[src/rtl/core/qfu_pkg.sv]
// ----------------------------------------------------------------------------
// qfu_pkg
// shared types and constants for the quick-find union-by-size unit
// ----------------------------------------------------------------------------
`default_nettype none

package qfu_pkg;

  // payload field widths
  localparam int NODE_W = 10;
  localparam int SIZE_W = 11;

  // controller states
  typedef enum logic [3:0] {
    ST_CLEAR,
    ST_IDLE,
    ST_READ_REP,
    ST_READ_SIZE,
    ST_DECIDE,
    ST_WALK_WR,
    ST_WALK_STEP,
    ST_LINK,
    ST_FINISH
  } state_t;

  // controller to datapath
  typedef struct packed {
    logic clear_wr;
    logic latch_in;
    logic read_rep;
    logic read_size;
    logic decide;
    logic walk_write;
    logic walk_advance;
    logic link;
    logic load_out;
  } cmd_t;

  // datapath to controller
  typedef struct packed {
    logic clear_last;
    logic joined;
    logic last_member;
    logic out_free;
  } status_t;

endpackage

`default_nettype wire

[src/rtl/core/qfu_ctrl.sv]
// ----------------------------------------------------------------------------
// qfu_ctrl
// sequencer: clearing pass, root lookup, relabel walk, list append, result
// ----------------------------------------------------------------------------
`default_nettype none

module qfu_ctrl (
  input  wire logic             clk,
  input  wire logic             rst,
  input  wire logic             req_valid,
  output logic                  req_ready,
  input  wire qfu_pkg::status_t status,
  output qfu_pkg::cmd_t         cmd
);
  import qfu_pkg::*;

  state_t state;
  state_t state_next;

  always_ff @(posedge clk) begin
    if (rst) begin
      state <= ST_CLEAR;
    end else begin
      state <= state_next;
    end
  end

  // next state
  always_comb begin
    state_next = state;
    unique case (state)
      ST_CLEAR: begin
        if (status.clear_last) state_next = ST_IDLE;
      end
      ST_IDLE: begin
        if (req_valid) state_next = ST_READ_REP;
      end
      ST_READ_REP:  state_next = ST_READ_SIZE;
      ST_READ_SIZE: state_next = ST_DECIDE;
      ST_DECIDE: begin
        if (status.joined) state_next = ST_FINISH;
        else state_next = ST_WALK_WR;
      end
      ST_WALK_WR: begin
        if (status.last_member) state_next = ST_LINK;
        else state_next = ST_WALK_STEP;
      end
      ST_WALK_STEP: state_next = ST_WALK_WR;
      ST_LINK:      state_next = ST_FINISH;
      ST_FINISH: begin
        if (status.out_free) state_next = ST_IDLE;
      end
      default: state_next = ST_CLEAR;
    endcase
  end

  // outputs
  always_comb begin
    cmd       = '0;
    req_ready = 1'b0;
    unique case (state)
      ST_CLEAR:     cmd.clear_wr = 1'b1;
      ST_IDLE: begin
        req_ready    = 1'b1;
        cmd.latch_in = req_valid;
      end
      ST_READ_REP:  cmd.read_rep = 1'b1;
      ST_READ_SIZE: cmd.read_size = 1'b1;
      ST_DECIDE:    cmd.decide = 1'b1;
      ST_WALK_WR:   cmd.walk_write = 1'b1;
      ST_WALK_STEP: cmd.walk_advance = 1'b1;
      ST_LINK:      cmd.link = 1'b1;
      ST_FINISH:    cmd.load_out = status.out_free;
      default: begin
        cmd       = '0;
        req_ready = 1'b0;
      end
    endcase
  end

endmodule

`default_nettype wire

[config.mk]
export PLATFORM = sky130hd
export DESIGN_NAME = qfu_ctrl
export DESIGN_NICKNAME = d
export VERILOG_FILES = /design/src/rtl/core/qfu_pkg.sv /design/src/rtl/core/qfu_ctrl.sv
export SDC_FILE = /design/constraint.sdc
export NUM_CORES = 1
export LEC_CHECK = 0
export BUFFER_PORTS_ARGS = -buffer_cell sky130_fd_sc_hd__buf_2
export CAP_MARGIN = 20
export CORE_AREA = 2 2 39 41
export DETAILED_ROUTE_END_ITERATION = 6
export DIE_AREA = 0 0 41 43
export GPL_TIMING_DRIVEN = 0
export PLACE_DENSITY = 0.47
export SYNTH_ARGS = -nofsm -noshare
export SYNTH_HDL_FRONTEND = slang
export SYNTH_SLANG_ARGS = --single-unit
[constraint.sdc]
create_clock -name clk -period 3.6 [get_ports clk]
set_clock_uncertainty 0.1 [all_clocks]
set_input_delay 0.72 -clock clk [delete_from_list [all_inputs] [get_ports clk]]
set_output_delay 0.72 -clock clk [all_outputs]
set_load 0.05 [all_outputs]
==> flow_summary.ini, run 1 <==
[finish]
multi_input_area_um2 = 225.2
mostFrequentLayoutCells = 19 x buf_2, 7 x nor3_1, 5 x nor2_1
drive_gt1_frac = 0.4063
num-fill-cells = 164
final_common_cell = buf_2
fin_area_um2 = 457.9
instances_no_fill = 80
reg_top3 = state: 4 flops
synthToLayoutAreaGrowth_pct = 36.57
largest_reg_flops = 4
largest-register = state
register_area_um2 = 80.08
fin_nets = 73
n_antenna_cell = 0

[cts]
clock-root-buffer = clkbuf_4
post_cts_buffers = 0
ctsResizeCount = 0
clk_latency_ps = 240
numCtsBuffers = 3
cts_sinks = 4
ctsHoldBuffers = 0
clk_pin_slew_worst_paths_ps = 40
cts_max_level = 1
cts.path.max_buffers = 2
cts_tree = done

[power]
powerDensity_nw_per_um2 = 414.6
netSwitchingFraction = 0.4006
p_comb_frac = 0.453
p_int_uw = 113.8
p_clk_frac = 0.290
p_leak_uw = 0.0002236
power_uw = 189.8
ir_drop_mv = 0.2383
power.switching_uw = 76.05
power_frac_seq = 0.257

[yosys]
syn-num-nets = 52
synth-seq-cells = 4
synth_cell_types = 22
synthCells = 45
yosysWarningCount = 0
netlist_area_um2 = 335.3
synth_area_per_cell_um2 = 7.452
ys_seq_area_frac = 0.2388

[timing]
totalNegativeSetupSlack_ps = 0
period_share = 0.6295
hold_viol = 0
setup_violations = 0
max_freq_mhz = 441.3
worst_slew_pin_slew_ps = 272.5
fin_crit_ps = 2266
grt_setup_unrepaired = no
slew_headroom = 0.8179
slew_viol_final = 0
setup_ws_ps = 1334

[run_status]
status = completed

[floorplan]
ios = 17
dieArea_um2 = 1763
die_w_um = 41
initial_core_util = 0.2423
core_area_um2 = 1384
rows = 14
die_h_um = 43

[drt]
drt_iter0_drc = 1
drt-total-wl_um = 840
vias = 370
drc_errors = 0
drtAntennaViolNets = 0
first_pass_iters = 2
viasPerCell = 4.625
wl_per_cell_um = 10.50

[global_routing]
grt_max_degree = 11
antenna_found_initial = 0
track_usage = 0.1143
grt_pass1_vias = 308
grt_pass1_wl_mm = 1.248
grt_remaining_overflow = 0

[setup_path]
critPathKind = flip-flop to output port
endpoint_kind = output port
critPathTopFamily = buffers and inverters
max_stage_delay_ps = 290
worstPathArrival_ps = 1450
path_cells = buf_2 > nand2b_4 > nor3_1 > and2_1 > buf_2
cp_data_required_time_ps = 2780
cpMostUsedCell = buf_2
cp_max_fo = 9
crit_buf_inv = 2
slowest_stage = dfxtp_1
start_kind = flip-flop

[run]
max_cap_viol_count = 0

[hold_path]
hp-class = flip-flop to flip-flop

[placement]
dp.cells = 77
dp_worst_setup_slack_ps = 1534
place_area_um2 = 435.4
hpwl_um = 648.2
portBuffers = 16
gp_congestion = 0.6717
## worst register-to-register path, cell delays in order, from the launching register on
cell and delay [ps]:
dfxtp_1 300, buf_2 210, nor3b_1 290, a22o_1 230, a21o_1 110, a21oi_2 50
## metal layers
metal  vias up  part of all wire  global-route usage
met4         0            0.0095             0.08000
met5         -                 0                   0
met2         9              0.45              0.1406
li1        198                 -                   -
met3         2             0.069             0.07853
met1       161              0.47              0.1346
## metrics by stage
| step | hold WS [ps] | utilization |
|---|---|---|
| final | 536.0 | 0.3309 |
| after detailed placement | 537.2 | 0.3146 |
| after global placement | 541.1 | 0.3146 |
| after floorplan | 471.1 | - |
| after CTS | 542.2 | 0.3309 |
| after global routing | 568.9 | 0.3309 |
## kinds of logic (layout without fill, tap and decap cells)
group	count (synthesis)	count (layout)	share of synthesized area
compound gates	7	7	0.1418
xor+xnor	1	1	0.02612
buf+inv	5	24	0.08953
flops	4	4	0.2388
mux	1	1	0.02985
simple gates	27	27	0.4739
## synthesized netlist by cell type
library cell	number	area (um2)
a21o_1	2	15.01
a21oi_1	2	10.01
a21oi_2	1	8.760
a22o_1	1	8.760
and2_1	1	6.260
and4b_1	1	10.01
buf_2	3	15.01
buf_6	1	11.26
dfxtp_1	4	80.08
inv_1	1	3.750
mux2i_1	1	10.01
nand2_1	4	15.01
nand2b_1	4	25.02
nand2b_4	1	13.76
nor2_1	5	18.77
nor3_1	7	35.03
nor3b_1	1	7.510
nor4_1	1	6.260
nor4b_2	1	15.01
o21ai_0	1	5.000
or3_1	1	6.260
xnor2_1	1	8.760
## cell type report
| cell class | count | area share |
|---|---|---|
| multi-input cells | 36 | 0.4918 |
| flip-flops and latches | 4 | 0.1749 |
| repair buffers | 16 | 0.1749 |
| plain buffers | 4 | 0.05738 |
| clock buffers | 3 | 0.04918 |
| well taps | 16 | 0.04372 |
| inverters | 1 | 0.008197 |
## power by group through the flow
stage / combinational (uW) / sequential, uW / clock, uW
after detailed placement: 86.5 / 49.5 / 0
final: 86.1 / 48.8 / 55.0
after global routing: 93.0 / 48.8 / 60.8
after CTS: 86.6 / 48.8 / 57.1
after global placement: 86.2 / 49.4 / 0
after floorplan: 68.6 / 49.3 / 0
## final timing paths
kind	startpoint	endpoint	slack (ps)	depth (start not counted)
min reg2reg	state[3]	state[2]	540	2
max reg2reg	state[3]	state[0]	2210	5
min	state[3]	state[2]	540	2
max	state[0]	cmd[7]	1330	5
Note: power is estimated with default switching activity, not from simulation.
==> run 2, diff against run 1 <==
PLACE_DENSITY = 0.49   (was 0.47)
clock period = 2.05 ns   (was 3.6 ns; I/O delays follow)
==> run 2 against run 1 <==
Compared with the run above: power rose by 77%; register-to-register slack got worse by 1600 ps; critical path depth did not move; count of clock-buffer cells in the layout did not move; core utilization rose by 1.5 points; setup slack got worse by 1200 ps; highest routed layer unchanged.
==> flow_summary.ini, run 2 (synthesized netlist as in run 1, its figures left out) <==
[global_routing]
grt_remaining_overflow = 0
grt_max_degree = 11
track_usage = 0.1024
grt_pass1_vias = 306
grt_pass1_wl_mm = 1.221
antenna_found_initial = 0

[finish]
largest_reg_flops = 4
multi_input_area_um2 = 246.5
n_antenna_cell = 0
register_area_um2 = 80.08
num-fill-cells = 161
synthToLayoutAreaGrowth_pct = 42.91
fin_nets = 73
reg_top3 = state: 4 flops
largest-register = state
final_common_cell = buf_2
drive_gt1_frac = 0.4688
mostFrequentLayoutCells = 19 x buf_2, 5 x nor2_1

[floorplan]
core_area_um2 = 1384
initial_core_util = 0.2423
die_h_um = 43
dieArea_um2 = 1763
ios = 17
die_w_um = 41
rows = 14

[timing]
hold_viol = 0
period_share = 0.9419
max_freq_mhz = 517.9
slew_headroom = 0.8249
setup_ws_ps = 119.1
grt_setup_unrepaired = no
worst_slew_pin_slew_ps = 262.1
setup_violations = 0
slew_viol_final = 0
fin_crit_ps = 1931

[cts]
cts_max_level = 1
ctsResizeCount = 0
clk_latency_ps = 230
cts_sinks = 4
ctsHoldBuffers = 0
numCtsBuffers = 3
post_cts_buffers = 0
clock-root-buffer = clkbuf_4
cts_tree = done
cts.path.max_buffers = 2
clk_pin_slew_worst_paths_ps = 40

[hold_path]
hp-class = input port to flip-flop

[drt]
wl_met1_um = 368
drc_errors = 0
viasPerCell = 4.525
first_pass_iters = 2
wl_met3_um = 66
dr.max_layer_used = met4
vias = 362
drtAntennaViolNets = 0
wl_per_cell_um = 9.363
drt_iter0_drc = 5
drt-total-wl_um = 749
wl_met2_um = 296

[power]
p_leak_uw = 0.0002386
power_uw = 335.3
ir_drop_mv = 0.2615
powerDensity_nw_per_um2 = 699.7

[run]
max_cap_viol_count = 0

[setup_path]
max_stage_delay_ps = 290
cp_max_fo = 9
cpMostUsedCell = buf_2
start_kind = flip-flop
cp_data_required_time_ps = 1540
critPathTopFamily = buffers and inverters
path_cells = buf_2 > nand2b_4 > nor3_2 > and2_1 > buf_2
slowest_stage = dfxtp_1
critPathKind = flip-flop to output port
crit_buf_inv = 2
endpoint_kind = output port
worstPathArrival_ps = 1420

[placement]
gp_congestion = 0.6589
hpwl_um = 616.2
portBuffers = 16
dp_worst_setup_slack_ps = 367.5

[run_status]
status = completed
==> run 2: metrics by stage <==
step	setup TNS, ps	hold slack, ps	utilization	area, um2	std cells
floorplan	-218.4	372.4	-	356.6	45
global placement	0	534.5	0.3300	456.7	77
detailed placement	0	531.6	0.3300	456.7	77
CTS	0	287.7	0.3463	479.2	80
global route	0	280.4	0.3463	479.2	80
finish	0	296.7	0.3463	479.2	80
==> run 2: worst paths after layout <==
kind / slack (ps) / to / cells after the start / from
max: 120 / cmd[7] / 5 / state[0]
min: 300 / state[0] / 2 / rst
max reg2reg: 630 / state[0] / 5 / state[3]
min reg2reg: 560 / state[1] / 2 / state[3]
==> run 2: metal layers <==
layer  track usage  vias to the layer above
met4       0.06000                        0
li1              -                      195
met5             0                        -
met2        0.1375                       16
met3       0.03141                        2
met1        0.1383                      149
==> run 2: worst reg2reg max path, stage by stage, from the launching register on <==
cell	delay, ps
dfxtp_1	300
buf_2	240
nor3b_1	290
a22o_1	230
a21o_1	110
a21oi_2	50
==> run 2: layout make-up <==
type / instances / area share
multi-input cells: 36 / 0.5144
flip-flops and latches: 4 / 0.1671
repair buffers: 16 / 0.1671
plain buffers: 4 / 0.05483
clock buffers: 3 / 0.04700
well taps: 16 / 0.04178
inverters: 1 / 0.007833
==> run 2: report_power, final <==
group          internal [uW]  switching [uW]  total, uW
combinational           52.6             102        155
clock                   65.3            29.6       94.9
sequential              84.1            1.56       85.7
==> run 3, diff against run 2 <==
REMOVE_ABC_BUFFERS = 1   (was default)
==> run 3 against run 2 <==
Compared with the run above: worst hold slack worse by 7.5 ps; largest cell class unchanged; largest power group unchanged; sequential share of layout area rose by 2.3 points; via count is 1.9% lower; critical path type unchanged; cell count shrank 5.0%; critical endpoint unchanged; final area fell by 9.4%; critical path depth decreased by 1; combinational power decreased by 18%; count of clock-buffer cells in the layout did not move; routed wire length is 0.93% lower.
==> flow_summary.ini, run 3 (synthesized netlist as in run 1, its figures left out) <==
[run_status]
status = completed

[power]
p_leak_uw = 0.0002023
powerDensity_nw_per_um2 = 747.8
ir_drop_mv = 0.2309
power_uw = 324.7

[cts]
cts_sinks = 4
cts_max_level = 1
ctsHoldBuffers = 0
cts.path.max_buffers = 2
cts_tree = done
numCtsBuffers = 3
clk_pin_slew_worst_paths_ps = 40
clock-root-buffer = clkbuf_4
clk_latency_ps = 230

[finish]
num-fill-cells = 155
reg_top3 = state: 4 flops
instances_no_fill = 76
largest_reg_flops = 4
mostFrequentLayoutCells = 16 x buf_2, 7 x nor3_1, 5 x nor2_1, 4 x nand2b_1, 4 x nand2_1
largest-register = state
fin_area_um2 = 434.2
fin_nets = 69
synthToLayoutAreaGrowth_pct = 29.48
final_common_cell = buf_2
multi_input_area_um2 = 225.2
register_area_um2 = 82.58
drive_gt1_frac = 0.4000
n_antenna_cell = 0

[global_routing]
grt_remaining_overflow = 0
antenna_found_initial = 0
grt_max_degree = 12
track_usage = 0.09739
grt_pass1_wl_mm = 1.179
grt_pass1_vias = 296

[hold_path]
hp-class = input port to flip-flop
holdPathStages = 2

[drt]
viasPerCell = 4.671
wl_per_cell_um = 9.763
drt_iter0_drc = 5
wl_met3_um = 43
wl_met1_um = 336
drtAntennaViolNets = 0
first_pass_iters = 2
drt-total-wl_um = 742
wl_met2_um = 363
dr.max_layer_used = met3
drc_errors = 0
vias = 355

[setup_path]
cp_max_fo = 9
critPathTopFamily = simple AND/OR/NAND/NOR gates
critPathKind = flip-flop to output port
crit_buf_inv = 1
reg2reg_depth = 4
cp_data_required_time_ps = 1540
worstPathArrival_ps = 1410
endpoint_kind = output port
path_depth = 4
slowest_stage = dfxtp_1
max_stage_delay_ps = 380
start_kind = flip-flop
path_cells = nand2b_4 > nor3_1 > and2_1 > buf_2

[timing]
holdWs_ps = 289.2
worst_slew_pin_slew_ps = 343.6
fin_crit_ps = 1925
period_share = 0.9389
slew_viol_final = 0
setup_violations = 0
slew_headroom = 0.7706
max_freq_mhz = 519.6
setup_ws_ps = 125.3
hold_viol = 0
grt_setup_unrepaired = no

[placement]
place_area_um2 = 409.1
dp_worst_setup_slack_ps = 291.1
gp_congestion = 0.6523
dp.cells = 73
portBuffers = 16
hpwl_um = 587.1

[floorplan]
core_area_um2 = 1384
dieArea_um2 = 1763
initial_core_util = 0.2423
ios = 17
die_h_um = 43
rows = 14
die_w_um = 41

[run]
max_cap_viol_count = 0
==> run 3: cell types whose count changed in the layout (fill, tap and decap cells not counted), sizes merged <==
| cell | previous run | this run |
|---|---|---|
| buf | 20 | 16 |
==> run 3: what timing repair did <==
action,4_1_cts,5_1_grt
resized for setup,0,2
setup endpoints to repair,0,2
setup buffers,0,0
==> run 3: per-stage QoR <==
step	setup TNS [ps]	util
5_1_grt	0	0.3137
3_3_place_gp	0	0.2957
2_1_floorplan	-1809	-
3_5_place_dp	0	0.2957
4_1_cts	0	0.3119
6_report	0	0.3137
==> run 3: power by group <==
part | switching (uW) | internal (uW)
clock network | 30.9 | 65.4
logic | 83.3 | 44.0
registers | 15.8 | 85.2
==> run 3: final timing paths <==
path	slack, ps	endpoint	start
max	130	cmd[7]	state[1]
min	290	state[0]	rst
max reg2reg	540	state[0]	state[3]
min reg2reg	550	state[2]	state[3]
==> run 3: layer usage <==
layer,GRT usage,vias up
met5,0,-
met1,0.1125,159
li1,-,189
met4,0.06000,0
met2,0.1469,7
met3,0.03141,0
==> run 3: layout make-up <==
cell class / count / share of cell area
Clock buffer: 3 / 0.05187
Inverter: 1 / 0.008646
Multi-Input combinational cell: 36 / 0.5187
Sequential cell: 4 / 0.1902
Tap cell: 16 / 0.04611
Timing Repair Buffer: 16 / 0.1844
